===== src/rtl/cpcc_pkg.sv =====
// Package: shared types, constants and denomination table for the change controller.
package cpcc_pkg;

  localparam int unsigned CountBits  = 16;
  localparam int unsigned NumDen     = 10;
  localparam int unsigned IdxBits    = 4;
  localparam int unsigned DenBits    = 13;
  localparam int unsigned PaidBits   = 17;
  // Change owed is always below the largest note, so 13 bits carry it
  localparam int unsigned LeftBits   = 13;
  localparam int unsigned RecipBits  = 24;
  localparam int unsigned RecipShift = 26;
  localparam int unsigned QuotBits   = LeftBits + RecipBits - RecipShift;
  localparam logic [CountBits-1:0] CountMax = '1;

  // Request function codes
  localparam logic [1:0] FuncLoad   = 2'd0;
  localparam logic [1:0] FuncBegin  = 2'd1;
  localparam logic [1:0] FuncInsert = 2'd2;
  localparam logic [1:0] FuncCancel = 2'd3;

  // Result status codes
  localparam logic [2:0] StNeedMore   = 3'd0;
  localparam logic [2:0] StInvalid    = 3'd1;
  localparam logic [2:0] StChange     = 3'd2;
  localparam logic [2:0] StSaleDone   = 3'd3;
  localparam logic [2:0] StRefund     = 3'd4;
  localparam logic [2:0] StRefundDone = 3'd5;
  localparam logic [2:0] StIgnored    = 3'd6;
  localparam logic [2:0] StLoaded     = 3'd7;

  // Datapath command codes
  typedef enum logic [3:0] {
    CmdNone,
    CmdLoad,
    CmdBegin,
    CmdInsert,
    CmdChgDiv,
    CmdChgTake,
    CmdChgUndo,
    CmdRefStep,
    CmdClose
  } cmd_e;

  typedef struct packed {
    cmd_e              cmd;
    logic [IdxBits-1:0] idx;
  } dp_ctrl_t;

  typedef struct packed {
    logic                 open;
    logic                 den_ok;
    logic                 count_full;
    logic                 paid_ge;
    logic                 left_zero;
    logic                 used_nz;
    logic                 dep_nz;
  } dp_stat_t;

  function automatic logic [DenBits-1:0] den_value(input logic [IdxBits-1:0] i);
    logic [DenBits-1:0] v;
    begin
      unique case (i)
        4'd0: v = 13'd5000;
        4'd1: v = 13'd2000;
        4'd2: v = 13'd1000;
        4'd3: v = 13'd500;
        4'd4: v = 13'd200;
        4'd5: v = 13'd100;
        4'd6: v = 13'd50;
        4'd7: v = 13'd20;
        4'd8: v = 13'd10;
        4'd9: v = 13'd5;
        default: v = '0;
      endcase
      return v;
    end
  endfunction

  // ceil(2^26 / denomination): exact quotient for any 13-bit amount
  function automatic logic [RecipBits-1:0] recip_value(input logic [IdxBits-1:0] i);
    logic [RecipBits-1:0] v;
    begin
      unique case (i)
        4'd0: v = 24'd13422;
        4'd1: v = 24'd33555;
        4'd2: v = 24'd67109;
        4'd3: v = 24'd134218;
        4'd4: v = 24'd335545;
        4'd5: v = 24'd671089;
        4'd6: v = 24'd1342178;
        4'd7: v = 24'd3355444;
        4'd8: v = 24'd6710887;
        4'd9: v = 24'd13421773;
        default: v = '0;
      endcase
      return v;
    end
  endfunction

endpackage


===== src/rtl/cpcc_datapath.sv =====
// Datapath: stock and deposit counts, paid/price registers, greedy change stage.
module cpcc_datapath
  import cpcc_pkg::*;
(
  input  logic                 clk_i,
  input  logic                 rst_ni,
  input  dp_ctrl_t             ctrl_i,
  input  logic [15:0]          money_i,
  input  logic [15:0]          qty_i,
  input  logic [15:0]          price_i,
  output dp_stat_t             stat_o,
  output logic [15:0]          owe_o,
  output logic [15:0]          owe_next_o,
  output logic [DenBits-1:0]   den_o,
  output logic [CountBits-1:0] used_o,
  output logic [CountBits-1:0] dep_o
);

  logic [CountBits-1:0] stock_q [NumDen];
  logic [CountBits-1:0] dep_q   [NumDen];
  logic [CountBits-1:0] used_q  [NumDen];
  logic [PaidBits-1:0]  paid_q;
  logic [15:0]          price_q;
  logic                 open_q;
  logic [PaidBits-1:0]  left_q;
  logic [QuotBits-1:0]  quot_q;

  // Denomination decode of the inserted or loaded amount
  logic [IdxBits-1:0] midx;
  logic               mok;
  always_comb begin
    midx = '0;
    mok  = 1'b0;
    for (int i = 0; i < NumDen; i++) begin
      if ({3'b0, den_value(IdxBits'(i))} == money_i) begin
        midx = IdxBits'(i);
        mok  = 1'b1;
      end
    end
  end

  logic [IdxBits-1:0] ci;
  logic [DenBits-1:0] cden;
  assign ci   = ctrl_i.idx;
  assign cden = den_value(ci);

  // Quotient by reciprocal multiplication, registered before the take
  logic [LeftBits+RecipBits-1:0] quot_prod;
  assign quot_prod = (LeftBits+RecipBits)'(left_q[LeftBits-1:0]) *
                     (LeftBits+RecipBits)'(recip_value(ci));

  logic [CountBits-1:0] quot_ext;
  logic [CountBits-1:0] take;
  assign quot_ext = CountBits'(quot_q);
  assign take = (quot_ext < stock_q[ci]) ? quot_ext : stock_q[ci];

  logic [CountBits+DenBits-1:0] take_val;
  assign take_val = (CountBits+DenBits)'(take) * (CountBits+DenBits)'(cden);

  logic [PaidBits-1:0] paid_new;
  assign paid_new = paid_q + {{(PaidBits-DenBits){1'b0}}, den_value(midx)};

  always_ff @(posedge clk_i or negedge rst_ni) begin
    if (!rst_ni) begin
      for (int i = 0; i < NumDen; i++) begin
        stock_q[i] <= '0;
        dep_q[i]   <= '0;
        used_q[i]  <= '0;
      end
      paid_q  <= '0;
      price_q <= '0;
      open_q  <= 1'b0;
      left_q  <= '0;
      quot_q  <= '0;
    end else begin
      case (ctrl_i.cmd)
        CmdLoad: if (mok) stock_q[midx] <= qty_i;
        CmdBegin: begin
          price_q <= price_i;
          paid_q  <= '0;
          open_q  <= 1'b1;
        end
        CmdInsert: begin
          stock_q[midx] <= stock_q[midx] + 1'b1;
          dep_q[midx]   <= dep_q[midx] + 1'b1;
          paid_q        <= paid_new;
          left_q        <= paid_new - {1'b0, price_q};
        end
        CmdChgDiv: quot_q <= quot_prod[LeftBits+RecipBits-1:RecipShift];
        CmdChgTake: begin
          // Take as many pieces as are needed, up to what the stock holds
          used_q[ci]  <= take;
          stock_q[ci] <= stock_q[ci] - take;
          left_q      <= left_q - take_val[PaidBits-1:0];
        end
        CmdChgUndo: stock_q[ci] <= stock_q[ci] + used_q[ci];
        CmdRefStep: stock_q[ci] <= (stock_q[ci] >= dep_q[ci]) ?
                                   stock_q[ci] - dep_q[ci] : '0;
        CmdClose: begin
          for (int i = 0; i < NumDen; i++) begin
            dep_q[i]  <= '0;
            used_q[i] <= '0;
          end
          paid_q  <= '0;
          price_q <= '0;
          open_q  <= 1'b0;
        end
        default: ;
      endcase
    end
  end

  assign stat_o.open       = open_q;
  assign stat_o.den_ok     = mok;
  assign stat_o.count_full = (stock_q[midx] == CountMax) || (dep_q[midx] == CountMax);
  assign stat_o.paid_ge    = paid_new >= {1'b0, price_q};
  assign stat_o.left_zero  = (left_q == '0);
  assign stat_o.used_nz    = (used_q[ci] != '0);
  assign stat_o.dep_nz     = (dep_q[ci] != '0);

  logic [PaidBits-1:0] owe, owe_next;
  assign owe        = {1'b0, price_q} - paid_q;
  assign owe_next   = {1'b0, price_q} - paid_new;
  assign owe_o      = owe[15:0];
  assign owe_next_o = owe_next[15:0];
  assign den_o  = cden;
  assign used_o = used_q[ci];
  assign dep_o  = dep_q[ci];

endmodule


===== src/rtl/cpcc_control.sv =====
// Controller: sequences requests, change passes and refund passes; drives results.
module cpcc_control
  import cpcc_pkg::*;
(
  input  logic                 clk_i,
  input  logic                 rst_ni,
  input  logic                 in_valid_i,
  output logic                 in_ready_o,
  input  logic [1:0]           func_i,
  input  logic [15:0]          price_i,
  output dp_ctrl_t             ctrl_o,
  input  dp_stat_t             stat_i,
  input  logic [15:0]          owe_i,
  input  logic [15:0]          owe_next_i,
  input  logic [DenBits-1:0]   den_i,
  input  logic [CountBits-1:0] used_i,
  input  logic [CountBits-1:0] dep_i,
  output logic                 out_valid_o,
  input  logic                 out_ready_i,
  output logic [2:0]           status_o,
  output logic [15:0]          remaining_o,
  output logic [DenBits-1:0]   den_o,
  output logic [15:0]          count_o,
  output logic                 last_o
);

  localparam logic [2:0] SIdle  = 3'd0;
  localparam logic [2:0] SDiv   = 3'd1;
  localparam logic [2:0] STake  = 3'd2;
  localparam logic [2:0] SCheck = 3'd3;
  localparam logic [2:0] SUndo  = 3'd4;
  localparam logic [2:0] SEmit  = 3'd5;
  localparam logic [2:0] SRef   = 3'd6;
  localparam logic [2:0] SFinal = 3'd7;

  logic [2:0]         state_q, state_d;
  logic [IdxBits-1:0] idx_q, idx_d;
  logic               sale_q, sale_d;
  logic               ov_q, ov_d;
  logic [2:0]         st_q, st_d;
  logic [15:0]        rm_q, rm_d;
  logic [DenBits-1:0] dn_q, dn_d;
  logic [15:0]        ct_q, ct_d;
  logic               ls_q, ls_d;
  logic               free;

  assign free       = !ov_q || out_ready_i;
  assign in_ready_o = (state_q == SIdle) && free;

  // Next state, datapath command and result register load
  always_comb begin
    state_d = state_q;
    idx_d   = idx_q;
    sale_d  = sale_q;
    ov_d    = ov_q && !out_ready_i;
    st_d    = st_q;
    rm_d    = rm_q;
    dn_d    = dn_q;
    ct_d    = ct_q;
    ls_d    = ls_q;
    ctrl_o.cmd = CmdNone;
    ctrl_o.idx = idx_q;
    unique case (state_q)
      SIdle: if (in_valid_i && free) begin
        ov_d = 1'b1; ls_d = 1'b1; rm_d = '0; dn_d = '0; ct_d = '0;
        st_d = StIgnored;
        unique case (func_i)
          FuncLoad: if (!stat_i.open) begin
            st_d = stat_i.den_ok ? StLoaded : StInvalid;
            ctrl_o.cmd = CmdLoad;
          end
          FuncBegin: if (!stat_i.open && price_i != '0) begin
            st_d = StNeedMore; rm_d = price_i; ctrl_o.cmd = CmdBegin;
          end
          FuncInsert: if (stat_i.open) begin
            if (!stat_i.den_ok || stat_i.count_full) begin
              st_d = StInvalid; rm_d = owe_i;
            end else begin
              ctrl_o.cmd = CmdInsert;
              if (!stat_i.paid_ge) begin
                st_d = StNeedMore; rm_d = owe_next_i;
              end else begin
                ov_d = 1'b0; idx_d = '0; state_d = SDiv;
              end
            end
          end
          FuncCancel: if (stat_i.open) begin
            ov_d = 1'b0; idx_d = '0; state_d = SRef;
          end
          default: ;
        endcase
      end
      SDiv: begin
        ctrl_o.cmd = CmdChgDiv;
        state_d = STake;
      end
      STake: begin
        ctrl_o.cmd = CmdChgTake;
        if (idx_q == IdxBits'(NumDen - 1)) begin
          idx_d = '0; state_d = SCheck;
        end else begin
          idx_d = idx_q + 1'b1; state_d = SDiv;
        end
      end
      // Exact change found: pay it out, else put the stock back
      SCheck: state_d = stat_i.left_zero ? SEmit : SUndo;
      SUndo: begin
        ctrl_o.cmd = CmdChgUndo;
        if (idx_q == IdxBits'(NumDen - 1)) begin
          idx_d = '0; state_d = SRef;
        end else idx_d = idx_q + 1'b1;
      end
      SEmit: if (free) begin
        if (stat_i.used_nz) begin
          ov_d = 1'b1; st_d = StChange; rm_d = '0; dn_d = den_i; ct_d = used_i;
          ls_d = 1'b0;
        end
        if (idx_q == IdxBits'(NumDen - 1)) begin
          state_d = SFinal; sale_d = 1'b1; idx_d = '0;
        end else idx_d = idx_q + 1'b1;
      end
      SRef: if (free) begin
        ctrl_o.cmd = CmdRefStep;
        if (stat_i.dep_nz) begin
          ov_d = 1'b1; st_d = StRefund; rm_d = '0; dn_d = den_i; ct_d = dep_i;
          ls_d = 1'b0;
        end
        if (idx_q == IdxBits'(NumDen - 1)) begin
          state_d = SFinal; sale_d = 1'b0; idx_d = '0;
        end else idx_d = idx_q + 1'b1;
      end
      SFinal: if (free) begin
        ctrl_o.cmd = CmdClose;
        ov_d = 1'b1; st_d = sale_q ? StSaleDone : StRefundDone;
        rm_d = '0; dn_d = '0; ct_d = '0; ls_d = 1'b1;
        state_d = SIdle;
      end
      default: state_d = SIdle;
    endcase
  end

  always_ff @(posedge clk_i or negedge rst_ni) begin
    if (!rst_ni) begin
      state_q <= SIdle;
      idx_q   <= '0;
      sale_q  <= 1'b0;
      ov_q    <= 1'b0;
      st_q    <= '0;
      rm_q    <= '0;
      dn_q    <= '0;
      ct_q    <= '0;
      ls_q    <= 1'b0;
    end else begin
      state_q <= state_d;
      idx_q   <= idx_d;
      sale_q  <= sale_d;
      ov_q    <= ov_d;
      st_q    <= st_d;
      rm_q    <= rm_d;
      dn_q    <= dn_d;
      ct_q    <= ct_d;
      ls_q    <= ls_d;
    end
  end

  assign out_valid_o = ov_q;
  assign status_o    = st_q;
  assign remaining_o = rm_q;
  assign den_o       = dn_q;
  assign count_o     = ct_q;
  assign last_o      = ls_q;

  // Result held steady while the sink stalls
  assert property (@(posedge clk_i) disable iff (!rst_ni)
    out_valid_o && !out_ready_i |=> out_valid_o);
  assert property (@(posedge clk_i) disable iff (!rst_ni)
    out_valid_o && !out_ready_i |=>
    $stable({status_o, remaining_o, den_o, count_o, last_o}));
  // Requests are taken only between passes
  assert property (@(posedge clk_i) disable iff (!rst_ni)
    in_ready_o |-> state_q == SIdle);
  // Denomination index stays within the table
  assert property (@(posedge clk_i) disable iff (!rst_ni)
    idx_q < IdxBits'(NumDen));

endmodule


===== src/rtl/coin_purchase_change_controller.sv =====
// Top level: coin purchase change controller with stream request and result ports.
// One request is taken at a time. Loads, begins, ignored requests, invalid money and
// inserts that still owe money give one result and keep the controller idle, so the
// input is free again once the sink is ready for that result. A payment that completes
// a sale runs a change pass with, per denomination, a reciprocal multiply and then a
// take from stock, then a decision step, a pay-out per denomination and a final step.
// When exact change is impossible a restore per denomination comes before the refund
// pass. A cancel runs a refund per denomination and a final step. The pay-out, refund
// and final steps wait while a waiting result is stalled by the sink.
module coin_purchase_change_controller
  import cpcc_pkg::*;
(
  input  logic        clk_i,
  input  logic        rst_ni,
  input  logic        s_tvalid_i,
  output logic        s_tready_o,
  // [1:0] func, [17:2] money_cents, [33:18] quantity, [49:34] price_cents
  input  logic [55:0] s_tdata_i,
  output logic        m_tvalid_o,
  input  logic        m_tready_i,
  // [2:0] status, [18:3] remaining_cents, [31:19] denom_value, [47:32] piece_count
  output logic [47:0] m_tdata_o,
  output logic        m_tlast_o
);

  dp_ctrl_t             ctrl;
  dp_stat_t             stat;
  logic [15:0]          owe, owe_next;
  logic [DenBits-1:0]   den;
  logic [CountBits-1:0] used, dep;
  logic [2:0]           st;
  logic [15:0]          rm, ct;
  logic [DenBits-1:0]   dn;

  cpcc_datapath u_dp (
    .clk_i, .rst_ni, .ctrl_i(ctrl),
    .money_i(s_tdata_i[17:2]), .qty_i(s_tdata_i[33:18]), .price_i(s_tdata_i[49:34]),
    .stat_o(stat), .owe_o(owe), .owe_next_o(owe_next), .den_o(den), .used_o(used),
    .dep_o(dep)
  );

  cpcc_control u_ctl (
    .clk_i, .rst_ni, .in_valid_i(s_tvalid_i), .in_ready_o(s_tready_o),
    .func_i(s_tdata_i[1:0]), .price_i(s_tdata_i[49:34]), .ctrl_o(ctrl),
    .stat_i(stat), .owe_i(owe), .owe_next_i(owe_next), .den_i(den), .used_i(used),
    .dep_i(dep), .out_valid_o(m_tvalid_o), .out_ready_i(m_tready_i), .status_o(st),
    .remaining_o(rm), .den_o(dn), .count_o(ct), .last_o(m_tlast_o)
  );

  assign m_tdata_o = {ct, dn, rm, st};

endmodule


===== config.mk =====
export PLATFORM = sky130hd
export DESIGN_NAME = coin_purchase_change_controller
export DESIGN_NICKNAME = d
export VERILOG_FILES = /design/src/rtl/cpcc_pkg.sv /design/src/rtl/cpcc_datapath.sv /design/src/rtl/cpcc_control.sv /design/src/rtl/coin_purchase_change_controller.sv
export SDC_FILE = /design/constraint.sdc
export NUM_CORES = 2
export LEC_CHECK = 0
export BUFFER_PORTS_ARGS = -buffer_cell sky130_fd_sc_hd__buf_2
export CAP_MARGIN = 20
export CORE_MARGIN = 2
export CORE_UTILIZATION = 55
export CTS_CLUSTER_SIZE = 14
export DETAILED_ROUTE_END_ITERATION = 8
export PLACE_DENSITY = 0.74
export SLEW_MARGIN = 20
export SYNTH_ARGS = -nofsm -noshare
export SYNTH_HDL_FRONTEND = slang
export SYNTH_HIERARCHICAL = 1
export SYNTH_SLANG_ARGS = --single-unit

===== constraint.sdc =====
create_clock -name clk_i -period 27.8 [get_ports clk_i]
set_input_delay 2.78 -clock clk_i [delete_from_list [all_inputs] [get_ports clk_i]]
set_output_delay 2.78 -clock clk_i [all_outputs]
set_load 0.01 [all_outputs]

* After elaboration in Yosys (flattened, before gate mapping) *
Memories as Yosys holds them, arrays and structs flattened.
Cells that the tools add are included.
Widths: inputs -> output; s select.

word-level totals
  flip-flop bits (word level) = 600
  ROM bits = 768
  input port bits = 60
  output and inout port bits = 51
  logic and storage cells = 303
  memories kept = 3

memories
  memory           words  bits a word  read ports  clocked after memory_dff  write ports  RTL line        text
  (no name shown)  16     24           1           0                         0            cpcc_pkg.sv:84  unique case (i)
  (no name shown)  16     12           1           0                         0            cpcc_pkg.sv:63  unique case (i)
  (no name shown)  16     12           1           0                         0            cpcc_pkg.sv:63

operators by class
  add/subtract/negate cells = 11
  multiply operators = 2
  order comparisons = 7
  eq/ne operators = 48
  mux-type cells = 150
  bitwise gates (word level) = 2
  reductions and logical operators = 36

operators by type and width
  operator               number
  $bwmux 160             7
  $pmux 160 s5           1
  $pmux 160 s2           2
  $mux 16                29
  $bmux 16 s4            5
  $mux 160               1
  $demux 16 s4           2
  $pmux 16 s4            2
  $mux 3                 27
  $mux 13                6
  $pmux 17 s2            2
  $pmux 16 s2            2
  $sub 16x16->16         4
  $pmux 13 s4            1
  $mux 4                 12
  $reduce_bool 16->1     3
  $mul 13x24->37         1
  $mux 1                 33
  $add 16x1->16 const B  2
  $eq 16x16->1 const B   2
  $pmux 4 s3             2
  $pmux 4 s6             1
  $pmux 3 s7             1
  $ne 2x1->1 const B     9
  57 further kinds       99

* Depth between registers and ports, before layout *
  depth after elaboration = 25
  mapped depth = 41
  depth with buffers taken out = 34

* By module *
The synthesis kept the hierarchy.

modules (own cells, without submodules)
  module         instances  cells an instance  area each (µm²)  sequential area each (µm²)
  cpcc_datapath  1          6132               51653.3          13563.0
  cpcc_control   1          340                3218.1           1451.4

* Worst setup path after synthesis *
Ideal clock, no wire load.

  path type = in2reg
  from = input port s_tdata_i[17]
  to = register u_ctl.state_q[1]
  library setup time = 0.121 ns
  arrival time = 9.490 ns
  data required time = 27.679 ns
  slack = 18.188 ns
  stages on the path = 39
  buffers on the path = 7
  cell sequence = nor4_4 -> and3_1 -> buf_2 -> nand3_1 -> nand3_2 -> buf_4 -> buf_4 -> buf_2 -> buf_2 -> buf_4 -> ha_1 -> nand2_1 -> clkinv_1 -> ha_1 -> inv_1 -> fa_1 -> nor2b_1 -> o21ai_0 -> [... 3 more ...] -> o21a_1 -> o21ai_0 -> a21oi_1 -> nor2_1 -> nor2_1 -> xnor2_1 -> inv_1 -> ha_1 -> clkbuf_1 -> nand4_1 -> nor4_1 -> a41oi_1 -> nand3_1 -> nand3b_1 -> o211ai_1 -> a21boi_0 -> nand3_1 -> o22a_1

RTL lines
  element               RTL line                               text
  start, declared       coin_purchase_change_controller.sv:18  input logic [55:0] s_tdata_i,
  end signal, assigned  cpcc_control.sv:144                    state_q <= SIdle;
  end signal, assigned  cpcc_control.sv:154                    state_q <= state_d;
  end, declared         cpcc_control.sv:36                     logic [2:0] state_q, state_d;

==> results.md <==
- #FFs+latches synth: 600
- Post-CTS sizing: 0
- R2R depth: 36
- Layout Cells excl Fill: 7702
- Slowest CP cell: o31ai_1
- Area leader, netlist: dfrtp_1
- Mapped Avg Cell Area: 8.48 sq um
- Hold Path Class: flop to flop
- Rows: 115
- First-pass GRT wire length: 310 mm
- Initial Util: 55.7%
- Vias in the first global route: 51200
- Via total after detailed routing: 52400
- Router iterations before antenna repair: 9
- H-tree levels: 3
- P&R area growth vs syn: 7.82%
- Worst endpoint data arrival time: 12.71 ns
- Initial antenna violation count: 8
- TritonCTS clock tree: yes
- Max incr delay on CP: 0.76 ns
- Drt total wl: 206 mm
- Most Crowded Layer GR: met2
- DIE AREA: 0.102 sq mm
- Worst slew pin tran: 1.33 ns
- Core area: 0.0986 sq mm
- Yosys top cell area share: 27.4%
- Hold path cells: 2
- # fillers: 8517
- Number of nets in the layout: 7024
- Crit path kind: input pin to flop
- Max Slew Vio Count: 0
- Port Buf Inserts: 104
- WP data required: 28.41 ns
- Clock-pin slew on the worst setup and hold paths: 0.06 ns
- CP endpoint kind: flop
- Tmin final: 12.09 ns
- Yosys Warn Count: 6
- All-Layer GR Usage: 39.9%
- Final Wtd Congestion: 1.04
- Max capacitance violation total: 0
- Fmax: 82.7 MHz
- Most used DFF post-synth: dfrtp_1
- Fin Setup TNS: 0 ns
- Most used cell along the critical path: buf_4
- Cells after Synth: 6472
- Count of final hold-check violations: 0
- CTS Buffer Depth: 3
- Setup crit start kind: input pin
- Number of routed nets with antenna violations: 0
- Postcts setup bufs: 0
- R2R Setup Slk: 16.83 ns
- Clk_lat worst skew: 0.70 ns
- Min-delay src: u_dp/used_q[105]$_DFFE_PN0P_
- Asr flop ratio synth: 100%
- Dpl cells: 7571
- Hpwl dp: 136 mm
- Top post-synthesis cells by area: dfrtp_1 (27%), fa_1 (13%), o21ai_0 (6.3%)
- Largest net degree at the start of global routing: 147
- Die height: 320 um
- Layout Skew: 0.0537 ns
- Initial DRC Count: 7227
- Layout cells sized above 1: 9.24%
- Worst slew margin: 11.2%
- Final setup vio count: 0
- EDFF count, synth: 0
- Final Cycle Share: 43.5%
- Total CTS buffers: 72
- Worst r2r dst: u_dp/left_q[16]$_DFFE_PN0P_
- Hold endpoint: u_dp/used_q[105]$_DFFE_PN0P_
- Synth Cell Area: 0.0549 sq mm
- Hold buffer count at cts: 0
- Grt total ovfl: 0
- I/O pins: 111
- GR Util met2: 59.4%
- Peak fanout along the critical path: 64
- Synth unique cells: 101
- Avg WL per Cell: 26.7 um
- CTS Root Cell: clkbuf_16
- R2r startpoint: u_ctl/idx_q[3]$_DFFE_PN0P_
- Met1 Use GR: 48.9%
- Violated checks: design-rule violations
- Vias per cell: 6.81
- Run status: complete, but fails checks
- Die X: 320 um
- Met3 GRT Util: 13.0%
- RSZ-0062 raised after global routing: no
- DRC errors left: 12
- Post-synthesis sequential area ratio: 27.4%
- Clock Sinks: 600
## cells by family (layout without fill, tap and decap cells)
family          Yosys count  count (layout)  synth area share (%)
simple gates           1830            1830                  15.6
flops                   600             600                  27.4
other cells               2              21                0.0137
compound gates         1946            1946                  21.9
fa+ha+maj               603             603                  18.5
xor+xnor                137             137                  2.23
mux                     322             322                  7.11
buf+inv                1032             956                  7.29
## flip-flops by register name, summed over array words and instances (netlist names)
register           count
u_dp/price_q          16
u_dp/used_q          160
u_dp/quot_q           11
u_dp/dep_q           160
u_dp/open_q            1
u_ctl/sale_q           1
u_ctl/out_valid_o      1
u_dp/stock_q         160
u_ctl/state_q          3
u_dp/paid_q           17
u_ctl/den_o           13
u_ctl/count_o         16
u_ctl/status_o         3
u_ctl/idx_q            4
u_ctl/last_o           1
u_dp/left_q           17
u_ctl/remaining_o     16
## worst max-delay path by stage
stage / from / endpoint / slack, ns
floorplan: s_tdata_i[17] / u_ctl/state_q[1]$_DFFE_PN0P_ / 18.19
global placement: s_tdata_i[17] / u_ctl/remaining_o[1]$_DFFE_PN0P_ / 15.59
detailed placement: s_tdata_i[11] / u_ctl/remaining_o[15]$_DFFE_PN0P_ / 15.59
CTS: s_tdata_i[17] / u_ctl/remaining_o[2]$_DFFE_PN0P_ / 16.20
global route: s_tdata_i[4] / u_ctl/state_q[1]$_DFFE_PN0P_ / 15.59
finish: s_tdata_i[17] / u_dp/stock_q[124]$_DFFE_PN0P_ / 15.71
## worst max-delay path, delay by kind of cell
kind,cells,cell delay [ns]
and+or+nand+nor,9,2.90
adders and majority gates,1,0.56
buffers and inverters,5,1.85
muxes,1,0.39
AOI/OAI and AO/OA,11,4.13
## synth_stat cells (30+ instances only)
library cell,n
and2_1,138
nand3_1,228
ha_1,256
o22ai_1,96
mux4_2,48
nor3_1,51
nand4_1,35
nor2_1,381
nand2b_1,69
a22oi_1,30
clkbuf_1,382
mux2_2,62
a211oi_1,53
a21o_1,47
a221o_1,47
o221ai_1,43
a31oi_1,45
buf_1,34
o21a_1,40
nor4_1,34
dfrtp_1,600
xor2_1,47
buf_2,31
xnor2_1,88
a21oi_1,484
inv_1,561
fa_1,347
mux2i_1,212
o21ai_0,691
o211ai_1,65
nand2_1,726
## layout by cell type, fill, tap and decap left out, drive strengths merged, types with 98 or more instances in the layout
master  Yosys  layout
a21oi     487     487
and2      140     140
buf        82     264
clkbuf    382      98
dfrtp     600     600
fa        347     347
ha        256     256
inv       564     567
mux2i     212     212
nand2     726     726
nand3     230     230
nor2      382     382
o21ai     713     713
## final cells by class
class / instances / area, sq um / share of cell area [%]
multi-input combinational: 4854 / 36100 / 61.1
sequential: 600 / 15000 / 25.4
inverter: 568 / 2130 / 3.60
clock buffer: 97 / 2010 / 3.39
timing repair buffer: 265 / 1790 / 3.03
tap: 1287 / 1610 / 2.72
clock inverter: 26 / 464 / 0.785
antenna: 5 / 12.5 / 0.0211
## layer usage
layer,up-vias,share of wire [%]
met3,1082,13
met4,6,8.4
met1,25300,36
met2,3646,43
met5,-,0.019
li1,22400,-
## per-stage QoR
step / util, % / hold WS, ns / cell area (sq um) / setup WS, ns
6_report: 60.0 / 0.477 / 59200 / 15.71
5_1_grt: 60.0 / 0.496 / 59200 / 15.59
4_1_cts: 59.9 / 0.479 / 59100 / 16.20
3_5_place_dp: 57.4 / 0.465 / 56600 / 15.59
3_3_place_gp: 57.4 / 0.457 / 56600 / 15.59
2_1_floorplan: - / 0.444 / 54900 / 18.19
Power is not shown: default switching activity piles up to over one toggle a cycle in this logic, so the estimate is an artifact.
